[src/hdl/lrr_pkg.sv]
// Shared types, codes and constants for the live-range register reuse block.
`default_nettype none
package lrr_pkg;

    localparam int NUM_REGS_DEF = 64;

    localparam int FUNC_W = 2;
    localparam int REG_W  = 6;
    localparam int LINE_W = 16;

    localparam logic [FUNC_W-1:0] FUNC_RECORD  = 2'd0;
    localparam logic [FUNC_W-1:0] FUNC_COMPUTE = 2'd1;
    localparam logic [FUNC_W-1:0] FUNC_LOOKUP  = 2'd2;
    localparam logic [FUNC_W-1:0] FUNC_CLEAR   = 2'd3;

    typedef logic [3:0] t_dp_op;

    localparam t_dp_op OP_NONE     = 4'd0;
    localparam t_dp_op OP_ACCEPT   = 4'd1;
    localparam t_dp_op OP_CLR_STEP = 4'd2;
    localparam t_dp_op OP_REC_READ = 4'd3;
    localparam t_dp_op OP_REC_WRITE = 4'd4;
    localparam t_dp_op OP_LK_READ  = 4'd5;
    localparam t_dp_op OP_LK_LOAD  = 4'd6;
    localparam t_dp_op OP_C_START  = 4'd7;
    localparam t_dp_op OP_C_RDI    = 4'd8;
    localparam t_dp_op OP_C_CHKI   = 4'd9;
    localparam t_dp_op OP_C_RDJ    = 4'd10;
    localparam t_dp_op OP_C_HIT    = 4'd11;
    localparam t_dp_op OP_C_MISS   = 4'd12;
    localparam t_dp_op OP_C_FREE   = 4'd13;
    localparam t_dp_op OP_C_NEXT   = 4'd14;

    typedef struct packed {
        t_dp_op op;
    } t_dp_cmd;

    typedef struct packed {
        logic rd_valid;
        logic hit;
        logic in_range;
        logic last_i;
        logic last_j;
        logic out_busy;
    } t_dp_status;

endpackage
`default_nettype wire

[src/hdl/lrr_if.sv]
// Valid/ready channel interfaces for use events and lookup results.
`default_nettype none
interface lrr_in_if;
    logic                          valid;
    logic                          ready;
    logic [lrr_pkg::FUNC_W-1:0]    func;
    logic [lrr_pkg::REG_W-1:0]     reg_req;
    logic [lrr_pkg::LINE_W-1:0]    line;

    modport source (output valid, output func, output reg_req, output line, input ready);
    modport sink   (input valid, input func, input reg_req, input line, output ready);
endinterface

interface lrr_out_if;
    logic                          valid;
    logic                          ready;
    logic [lrr_pkg::REG_W-1:0]     old_reg;
    logic [lrr_pkg::REG_W-1:0]     new_reg;

    modport source (output valid, output old_reg, output new_reg, input ready);
    modport sink   (input valid, input old_reg, input new_reg, output ready);
endinterface
`default_nettype wire

[src/hdl/lrr_datapath.sv]
// Datapath: live-range and rename memories, scan counters and result register.
`default_nettype none
module lrr_datapath #(
    parameter int NUM_REGS = lrr_pkg::NUM_REGS_DEF
) (
    input  wire logic                        i_clk,
    input  wire logic                        i_rst_n,
    input  wire lrr_pkg::t_dp_cmd            i_cmd,
    output lrr_pkg::t_dp_status              o_status,
    input  wire logic [lrr_pkg::REG_W-1:0]   i_reg_req,
    input  wire logic [lrr_pkg::LINE_W-1:0]  i_line,
    input  wire logic                        i_out_ready,
    output logic                             o_out_valid,
    output logic [lrr_pkg::REG_W-1:0]        o_old_reg,
    output logic [lrr_pkg::REG_W-1:0]        o_new_reg
);
    localparam int IW = (NUM_REGS > 1) ? $clog2(NUM_REGS) : 1;
    localparam logic [31:0] NR = 32'(NUM_REGS);
    localparam logic [IW-1:0] LAST_IDX = IW'(NUM_REGS - 1);

    logic                        mem_valid [NUM_REGS];
    logic [lrr_pkg::LINE_W-1:0]  mem_first [NUM_REGS];
    logic [lrr_pkg::LINE_W-1:0]  mem_last  [NUM_REGS];
    logic [lrr_pkg::REG_W-1:0]   mem_map   [NUM_REGS];

    logic [lrr_pkg::REG_W-1:0]   r_req;
    logic [lrr_pkg::LINE_W-1:0]  r_line;
    logic [IW-1:0]               r_i;
    logic [IW-1:0]               r_j;
    logic [lrr_pkg::LINE_W-1:0]  r_fi;
    logic [lrr_pkg::LINE_W-1:0]  r_li;
    logic                        r_rd_valid;
    logic [lrr_pkg::LINE_W-1:0]  r_rd_first;
    logic [lrr_pkg::LINE_W-1:0]  r_rd_last;
    logic [lrr_pkg::REG_W-1:0]   r_rd_map;
    logic                        r_out_valid;
    logic [lrr_pkg::REG_W-1:0]   r_old;
    logic [lrr_pkg::REG_W-1:0]   r_new;

    logic                        rd_en;
    logic [IW-1:0]               rd_addr;
    logic [IW-1:0]               req_idx;
    logic                        in_range;

    logic                        wv_en;
    logic [IW-1:0]               wv_addr;
    logic                        wv_d;
    logic                        wf_en;
    logic [IW-1:0]               wf_addr;
    logic [lrr_pkg::LINE_W-1:0]  wf_d;
    logic                        wl_en;
    logic [IW-1:0]               wl_addr;
    logic [lrr_pkg::LINE_W-1:0]  wl_d;
    logic                        wm_en;
    logic [IW-1:0]               wm_addr;
    logic [lrr_pkg::REG_W-1:0]   wm_d;

    assign req_idx  = IW'(r_req);
    assign in_range = 32'(r_req) < NR;

    assign o_status.rd_valid = r_rd_valid;
    assign o_status.hit      = !r_rd_valid || (r_rd_last < r_fi);
    assign o_status.in_range = in_range;
    assign o_status.last_i   = (r_i == LAST_IDX);
    assign o_status.last_j   = (IW'(r_j + 1'b1) == r_i);
    assign o_status.out_busy = r_out_valid && !i_out_ready;

    assign o_out_valid = r_out_valid;
    assign o_old_reg   = r_old;
    assign o_new_reg   = r_new;

    always_comb begin
        rd_en   = 1'b0;
        rd_addr = r_i;
        wv_en = 1'b0; wv_addr = r_i; wv_d = 1'b0;
        wf_en = 1'b0; wf_addr = r_i; wf_d = '0;
        wl_en = 1'b0; wl_addr = r_i; wl_d = '0;
        wm_en = 1'b0; wm_addr = r_i; wm_d = '0;
        unique case (i_cmd.op)
            lrr_pkg::OP_CLR_STEP: begin
                wv_en = 1'b1;
                wf_en = 1'b1;
                wl_en = 1'b1;
                wm_en = 1'b1;
                wm_d  = lrr_pkg::REG_W'(r_i);
            end
            lrr_pkg::OP_REC_READ, lrr_pkg::OP_LK_READ: begin
                rd_en   = 1'b1;
                rd_addr = req_idx;
            end
            lrr_pkg::OP_REC_WRITE: begin
                wl_en   = 1'b1;
                wl_addr = req_idx;
                wl_d    = r_line;
                wv_en   = !r_rd_valid;
                wv_addr = req_idx;
                wv_d    = 1'b1;
                wf_en   = !r_rd_valid;
                wf_addr = req_idx;
                wf_d    = r_line;
            end
            lrr_pkg::OP_C_START: begin
                wm_en   = 1'b1;
                wm_addr = '0;
                wm_d    = '0;
            end
            lrr_pkg::OP_C_RDI: begin
                rd_en = 1'b1;
            end
            lrr_pkg::OP_C_CHKI: begin
                wm_en = 1'b1;
                wm_d  = lrr_pkg::REG_W'(r_i);
            end
            lrr_pkg::OP_C_RDJ: begin
                rd_en   = 1'b1;
                rd_addr = r_j;
            end
            lrr_pkg::OP_C_HIT: begin
                wv_en   = 1'b1;
                wv_addr = r_j;
                wv_d    = 1'b1;
                wf_en   = 1'b1;
                wf_addr = r_j;
                wf_d    = r_fi;
                wl_en   = 1'b1;
                wl_addr = r_j;
                wl_d    = r_li;
                wm_en   = 1'b1;
                wm_d    = lrr_pkg::REG_W'(r_j);
            end
            lrr_pkg::OP_C_FREE: begin
                wv_en = 1'b1;
                wv_d  = 1'b0;
            end
            default: begin
            end
        endcase
    end

    always_ff @(posedge i_clk) begin
        if (wv_en) mem_valid[wv_addr] <= wv_d;
        if (wf_en) mem_first[wf_addr] <= wf_d;
        if (wl_en) mem_last[wl_addr]  <= wl_d;
        if (wm_en) mem_map[wm_addr]   <= wm_d;
        if (rd_en) begin
            r_rd_valid <= mem_valid[rd_addr];
            r_rd_first <= mem_first[rd_addr];
            r_rd_last  <= mem_last[rd_addr];
            r_rd_map   <= mem_map[rd_addr];
        end
    end

    always_ff @(posedge i_clk) begin
        unique case (i_cmd.op)
            lrr_pkg::OP_ACCEPT: begin
                r_req  <= i_reg_req;
                r_line <= i_line;
            end
            lrr_pkg::OP_C_CHKI: begin
                r_fi <= r_rd_first;
                r_li <= r_rd_last;
            end
            lrr_pkg::OP_LK_LOAD: begin
                r_old <= r_req;
                r_new <= in_range ? r_rd_map : r_req;
            end
            default: begin
            end
        endcase
    end

    always_ff @(posedge i_clk) begin
        if (!i_rst_n) begin
            r_i         <= '0;
            r_j         <= '0;
            r_out_valid <= 1'b0;
        end else begin
            unique case (i_cmd.op)
                lrr_pkg::OP_ACCEPT:   r_i <= '0;
                lrr_pkg::OP_CLR_STEP: r_i <= IW'(r_i + 1'b1);
                lrr_pkg::OP_C_START:  r_i <= IW'(1);
                lrr_pkg::OP_C_NEXT:   r_i <= IW'(r_i + 1'b1);
                lrr_pkg::OP_C_CHKI:   r_j <= '0;
                lrr_pkg::OP_C_MISS:   r_j <= IW'(r_j + 1'b1);
                default: begin
                end
            endcase
            if (i_cmd.op == lrr_pkg::OP_LK_LOAD) begin
                r_out_valid <= 1'b1;
            end else if (i_out_ready) begin
                r_out_valid <= 1'b0;
            end
        end
    end

endmodule
`default_nettype wire

[src/hdl/lrr_ctrl.sv]
// Controller: sequences record, lookup, clear and the rename scan.
`default_nettype none
module lrr_ctrl (
    input  wire logic                        i_clk,
    input  wire logic                        i_rst_n,
    input  wire logic                        i_in_valid,
    input  wire logic [lrr_pkg::FUNC_W-1:0]  i_in_func,
    input  wire lrr_pkg::t_dp_status         i_status,
    output logic                             o_in_ready,
    output lrr_pkg::t_dp_cmd                 o_cmd
);
    localparam logic [3:0] S_IDLE    = 4'd0;
    localparam logic [3:0] S_CLR     = 4'd1;
    localparam logic [3:0] S_REC_RD  = 4'd2;
    localparam logic [3:0] S_REC_WR  = 4'd3;
    localparam logic [3:0] S_LK_RD   = 4'd4;
    localparam logic [3:0] S_LK_OUT  = 4'd5;
    localparam logic [3:0] S_C_START = 4'd6;
    localparam logic [3:0] S_C_RDI   = 4'd7;
    localparam logic [3:0] S_C_CHKI  = 4'd8;
    localparam logic [3:0] S_C_RDJ   = 4'd9;
    localparam logic [3:0] S_C_CHKJ  = 4'd10;
    localparam logic [3:0] S_C_FREE  = 4'd11;
    localparam logic [3:0] S_C_NEXT  = 4'd12;

    logic [3:0] r_state;
    logic [3:0] n_state;

    assign o_in_ready = (r_state == S_IDLE);

    always_comb begin
        n_state  = r_state;
        o_cmd.op = lrr_pkg::OP_NONE;
        unique case (r_state)
            S_IDLE: begin
                if (i_in_valid) begin
                    o_cmd.op = lrr_pkg::OP_ACCEPT;
                    unique case (i_in_func)
                        lrr_pkg::FUNC_RECORD:  n_state = S_REC_RD;
                        lrr_pkg::FUNC_COMPUTE: n_state = S_C_START;
                        lrr_pkg::FUNC_LOOKUP:  n_state = S_LK_RD;
                        lrr_pkg::FUNC_CLEAR:   n_state = S_CLR;
                    endcase
                end
            end
            S_CLR: begin
                o_cmd.op = lrr_pkg::OP_CLR_STEP;
                if (i_status.last_i) n_state = S_IDLE;
            end
            S_REC_RD: begin
                if (i_status.in_range) begin
                    o_cmd.op = lrr_pkg::OP_REC_READ;
                    n_state  = S_REC_WR;
                end else begin
                    n_state = S_IDLE;
                end
            end
            S_REC_WR: begin
                o_cmd.op = lrr_pkg::OP_REC_WRITE;
                n_state  = S_IDLE;
            end
            S_LK_RD: begin
                o_cmd.op = lrr_pkg::OP_LK_READ;
                n_state  = S_LK_OUT;
            end
            S_LK_OUT: begin
                if (!i_status.out_busy) begin
                    o_cmd.op = lrr_pkg::OP_LK_LOAD;
                    n_state  = S_IDLE;
                end
            end
            S_C_START: begin
                o_cmd.op = lrr_pkg::OP_C_START;
                n_state  = S_C_RDI;
            end
            S_C_RDI: begin
                o_cmd.op = lrr_pkg::OP_C_RDI;
                n_state  = S_C_CHKI;
            end
            S_C_CHKI: begin
                o_cmd.op = lrr_pkg::OP_C_CHKI;
                n_state  = i_status.rd_valid ? S_C_RDJ : S_C_NEXT;
            end
            S_C_RDJ: begin
                o_cmd.op = lrr_pkg::OP_C_RDJ;
                n_state  = S_C_CHKJ;
            end
            S_C_CHKJ: begin
                if (i_status.hit) begin
                    o_cmd.op = lrr_pkg::OP_C_HIT;
                    n_state  = S_C_FREE;
                end else begin
                    o_cmd.op = lrr_pkg::OP_C_MISS;
                    n_state  = i_status.last_j ? S_C_NEXT : S_C_RDJ;
                end
            end
            S_C_FREE: begin
                o_cmd.op = lrr_pkg::OP_C_FREE;
                n_state  = S_C_NEXT;
            end
            S_C_NEXT: begin
                o_cmd.op = lrr_pkg::OP_C_NEXT;
                n_state  = i_status.last_i ? S_IDLE : S_C_RDI;
            end
            default: begin
                n_state = S_IDLE;
            end
        endcase
    end

    always_ff @(posedge i_clk) begin
        if (!i_rst_n) begin
            r_state <= S_CLR;
        end else begin
            r_state <= n_state;
        end
    end

endmodule
`default_nettype wire

[src/hdl/live_range_register_reuse_core.sv]
// Top level of the live-range register reuse block.
// Register-use events (func record) store the first and last line of use per
// register; a compute command renames each used register onto the lowest lower
// register that is free or whose range has ended, and a lookup returns a
// register's new number as one transfer on the output channel. Only one item is
// in work at a time; a lookup may wait for the output register, and a clear
// sweeps all NUM_REGS entries. A compute walks every register i from 1 up and,
// for a used one, tests lower registers one at a time over the single memory
// read port. After reset the tables are swept, during which no item is accepted.
`default_nettype none
module live_range_register_reuse_core #(
    parameter int NUM_REGS = lrr_pkg::NUM_REGS_DEF
) (
    input wire logic  i_clk,
    input wire logic  i_rst_n,
    lrr_in_if.sink    i_in,
    lrr_out_if.source o_out
);
    lrr_pkg::t_dp_cmd    cmd;
    lrr_pkg::t_dp_status status;

    lrr_ctrl u_ctrl (
        .i_clk      (i_clk),
        .i_rst_n    (i_rst_n),
        .i_in_valid (i_in.valid),
        .i_in_func  (i_in.func),
        .i_status   (status),
        .o_in_ready (i_in.ready),
        .o_cmd      (cmd)
    );

    lrr_datapath #(
        .NUM_REGS (NUM_REGS)
    ) u_dp (
        .i_clk       (i_clk),
        .i_rst_n     (i_rst_n),
        .i_cmd       (cmd),
        .o_status    (status),
        .i_reg_req   (i_in.reg_req),
        .i_line      (i_in.line),
        .i_out_ready (o_out.ready),
        .o_out_valid (o_out.valid),
        .o_old_reg   (o_out.old_reg),
        .o_new_reg   (o_out.new_reg)
    );

endmodule
`default_nettype wire

[src/flat_wrapper.sv]
// flat-port wrapper written by rule: the top's interface ports become plain ports
module live_range_register_reuse_core_flat 
#(
    parameter int NUM_REGS = lrr_pkg::NUM_REGS_DEF
)
  (i_clk, i_rst_n, i_in_valid, i_in_func, i_in_reg_req, i_in_line, i_in_ready, o_out_valid, o_out_old_reg, o_out_new_reg, o_out_ready);
  lrr_in_if i_in_i ();
  lrr_out_if o_out_i ();
  input wire logic i_clk;
  input wire logic i_rst_n;
  input wire logic [$bits(i_in_i.valid)-1:0] i_in_valid;
  input wire logic [$bits(i_in_i.func)-1:0] i_in_func;
  input wire logic [$bits(i_in_i.reg_req)-1:0] i_in_reg_req;
  input wire logic [$bits(i_in_i.line)-1:0] i_in_line;
  output wire logic [$bits(i_in_i.ready)-1:0] i_in_ready;
  output wire logic [$bits(o_out_i.valid)-1:0] o_out_valid;
  output wire logic [$bits(o_out_i.old_reg)-1:0] o_out_old_reg;
  output wire logic [$bits(o_out_i.new_reg)-1:0] o_out_new_reg;
  input wire logic [$bits(o_out_i.ready)-1:0] o_out_ready;
  assign i_in_i.valid = i_in_valid;
  assign i_in_i.func = i_in_func;
  assign i_in_i.reg_req = i_in_reg_req;
  assign i_in_i.line = i_in_line;
  assign i_in_ready = i_in_i.ready;
  assign o_out_valid = o_out_i.valid;
  assign o_out_old_reg = o_out_i.old_reg;
  assign o_out_new_reg = o_out_i.new_reg;
  assign o_out_i.ready = o_out_ready;
  live_range_register_reuse_core #(.NUM_REGS(NUM_REGS)) u_core (.i_clk(i_clk), .i_rst_n(i_rst_n), .i_in(i_in_i), .o_out(o_out_i));
endmodule
[config.mk]
export PLATFORM = sky130hd
export DESIGN_NAME = live_range_register_reuse_core_flat
export DESIGN_NICKNAME = d
export VERILOG_FILES = /design/src/hdl/lrr_pkg.sv /design/src/hdl/lrr_if.sv /design/src/hdl/lrr_datapath.sv /design/src/hdl/lrr_ctrl.sv /design/src/hdl/live_range_register_reuse_core.sv /design/src/flat_wrapper.sv
export SDC_FILE = /design/constraint.sdc
export NUM_CORES = 2
export LEC_CHECK = 0
export BUFFER_PORTS_ARGS = -buffer_cell sky130_fd_sc_hd__buf_4
export CORE_UTILIZATION = 30
export CTS_CLUSTER_DIAMETER = 40
export DETAILED_ROUTE_END_ITERATION = 10
export GPL_ROUTABILITY_DRIVEN = 0
export GPL_TIMING_DRIVEN = 0
export SLEW_MARGIN = 30
export SYNTH_ARGS = -nofsm -noshare
export SYNTH_HDL_FRONTEND = slang
export SYNTH_SLANG_ARGS = --single-unit
export TNS_END_PERCENT = 20
[constraint.sdc]
create_clock -name i_clk -period 5.72 [get_ports i_clk]
set_input_delay 0 -clock i_clk [delete_from_list [all_inputs] [get_ports i_clk]]
set_output_delay 0 -clock i_clk [all_outputs]
set_load 0.03 [all_outputs]
==> results.json <==
{
  "drv_cap": 0,
  "ys.flop_type": "edfxtp_1",
  "die_x_um": 587,
  "io_buffers": 41,
  "yosysSeqAreaShare_pct": 76.4,
  "cp.arrival_ns": 6.37,
  "synth_nets": 6117,
  "grtUsageTotal_pct": 17.5,
  "grt_pass1_wl_um": 433000,
  "start_util_pct": 30.2,
  "drt_iter0_drc": 7568,
  "power.density_mw_per_mm2": 356,
  "reg_top3": "u_core.u_dp.mem_first (1024), u_core.u_dp.mem_last (1024), u_core.u_dp.mem_map (384)",
  "ys_types": 63,
  "setup-violations-final": 0,
  "path_max_fanout": 10,
  "core-area_mm2": 0.340,
  "fill_cells": 31300,
  "ant_nets": 0,
  "ys_ff_latch": 2618,
  "syn_inst": 6069,
  "end_kind": "flip-flop",
  "fin_ws_ns": 0.0538,
  "syn_avg_cell_area_um2": 16.9,
  "clkLatencyLatePin_ns": 0.98,
  "antenna_found_initial": 27,
  "fp.dieH_um": 587,
  "async_reset_ff_share_pct": 0,
  "ir_worst_vdd_mv": 0.316,
  "start_kind": "flip-flop",
  "ys_warn_count": 0,
  "cts_buffers": 340,
  "dr_total_vias": 60500,
  "drt_pre_antenna_iters": 5,
  "clk_path_buf_depth": 4,
  "grt_overflow": 0,
  "dieArea_mm2": 0.345,
  "fin_setup_tns_ns": 0,
  "fin_area_mm2": 0.124,
  "rsz0062_at_grt": "no",
  "worst_slew_pin_slew_ns": 1.11,
  "multi_input_area_mm2": 0.0233,
  "nets": 6682,
  "routed_wirelength_um": 312000,
  "slew_viol_final": 0,
  "p_leak_uw": 0.0464,
  "max_freq_mhz": 176,
  "avgRoutedWirePerCell_um": 27.2,
  "status": "finished, final reports clean",
  "regArea_mm2": 0.0784,
  "htree_levels": 5,
  "grt_pass1_vias": 59200,
  "cts_tree": "built",
  "cts_root_buf": "clkbuf_16",
  "synth_largest_area_cell": "edfxtp_1",
  "fin_skew_ns": 0.0666,
  "clock_sinks": 2618,
  "hpwl_um": 219000,
  "hp-class": "input pin to flip-flop",
  "dpl_cell_area_mm2": 0.112,
  "path_clk_slew_ns": 0.06,
  "rows": 214,
  "relSlewSlack_pct": 26.0,
  "fin_util_pct": 36.3,
  "post-route-period-util_pct": 99.1,
  "synth_edf_count": 2601,
  "synth.top_cell.area_share_pct": 76.1,
  "area_growth_syn_to_layout_pct": 20.4,
  "viasPerCell": 5.28,
  "finalHoldViolCount": 0,
  "drc": 0,
  "cts_setup_buffers": 0,
  "fin_crit_ns": 5.67,
  "post-place-ws_ns": -0.674,
  "cp.required_ns": 6.42,
  "crit_type": "flip-flop to flip-flop",
  "grt_max_degree": 65,
  "io_pins": 42,
  "mappedNetlistArea_mm2": 0.103,
  "netlist_top_cells_area": "edfxtp_1 (76%), mux2i_1 (8.7%), o22ai_1 (2.2%)",
  "hold_ws_ns": 0.0906,
  "drive_above_1_share_pct": 17.6
}
==> area by class of cell <==
| type | instances | area share, % |
|---|---|---|
| Inverter | 23 | 0.0698 |
| Sequential cell | 2618 | 63.5 |
| Tap cell | 4536 | 4.59 |
| Clock buffer | 385 | 7.16 |
| Buffer | 387 | 1.50 |
| Antenna cell | 37 | 0.0749 |
| Clock inverter | 214 | 1.79 |
| Timing Repair Buffer | 223 | 2.54 |
| Multi-Input combinational cell | 3041 | 18.8 |
==> Yosys cell counts, drive strengths merged (11+ instances only) <==
cell    count
buf       245
o21ai     262
nand4      73
nand2     283
a221o      11
inv        22
a311oi     39
a21oi     107
mux2i     897
clkbuf    142
a211oi     41
nor2      372
o221ai     39
or3        46
o32ai      39
nand3      64
nor2b      11
a32oi      79
o22ai     353
nor3       92
edfxtp   2601
a22o       17
ha         20
and3       45
mux4       78
dfxtp      17
==> logic make-up after synthesis <==
kind of cell | count (synthesis) | share of synthesized area [%]
adder cells (fa/ha/maj) | 20 | 0.244
buffers and inverters | 410 | 1.85
flip-flops | 2618 | 76.4
multiplexers | 975 | 10.5
XOR/XNOR | 13 | 0.111
AND/OR/NAND/NOR | 1008 | 4.41
AO/OA/AOI/OAI | 1025 | 6.54
==> per-stage QoR <==
step                total power [uW]  cells
floorplan                      22500   6069
global placement               23500  10600
detailed placement             23600  10800
CTS                            44200  11400
global route                   45000  11500
finish                         44100  11500
==> cell usage in the layout (no fill, tap or decap), drive strengths merged, types with 17 or more instances in the layout <==
master,n
dlygate4sd3,53
and3,45
clkbuf,528
edfxtp,2601
a21oi,107
bufinv,29
mux4,78
mux2i,897
clkinvlp,33
or3,46
diode,37
o32ai,39
buf,413
a32oi,79
o21ai,262
a22o,17
clkinv,105
o22ai,353
nand2,283
nor3,92
nand4,73
nand3,64
dfxtp,17
o221ai,39
a211oi,41
ha,20
a311oi,39
inv,70
nor2,372
==> worst max-delay path: stages (launching register included) <==
cell and delay (ns):
dfxtp_1 0.33, buf_2 0.21, nor2_1 0.17, a32oi_1 0.73
and2_1 0.22, buf_2 0.18, buf_6 0.22, buf_4 0.46
buf_2 0.61, mux2i_1 0.27, o22ai_1 0.13, o21ai_1 0.60
nand4_1 0.66, or3_1 0.54
==> what timing repair did <==
item | in CTS | in global routing
endpoints found under the hold margin | 61 | 0
endpoints found under the setup margin | 15 | 4
pin swaps | 1 | 0
hold buffers | 53 | 0
gates resized for setup | 12 | 1
==> path summary, 6_finish.rpt <==
| kind | startpoint | endpoint | slack (ns) | cells past startpoint |
|---|---|---|---|---|
| min | i_rst_n | u_core.u_dp.r_i[5] | 0.09 | 4 |
| max | u_core.u_ctrl.r_state[0] | u_core.u_dp.r_rd_first[2] | 0.05 | 13 |
| max reg2reg | u_core.u_ctrl.r_state[0] | u_core.u_dp.r_rd_first[2] | 0.05 | 13 |
| min reg2reg | u_core.u_dp.r_rd_map[3] | u_core.u_dp.o_new_reg[3] | 0.42 | 0 |
==> power by group <==
part           internal (uW)  total (uW)  switching, uW
clock                  12600       20800           8230
combinational            637        2310           1680
sequential             20900       21000           22.8
==> routing by layer <==
layer | global-route usage (%) | vias up | part of all wire, %
met3 | 3.92 | 664 | 9.9
met4 | 10.3 | 0 | 6.2
met2 | 26.7 | 3306 | 45
li1 | - | 25500 | -
met1 | 22.8 | 31000 | 39
met5 | 0 | - | 0
(Power assumes the default switching activity.)
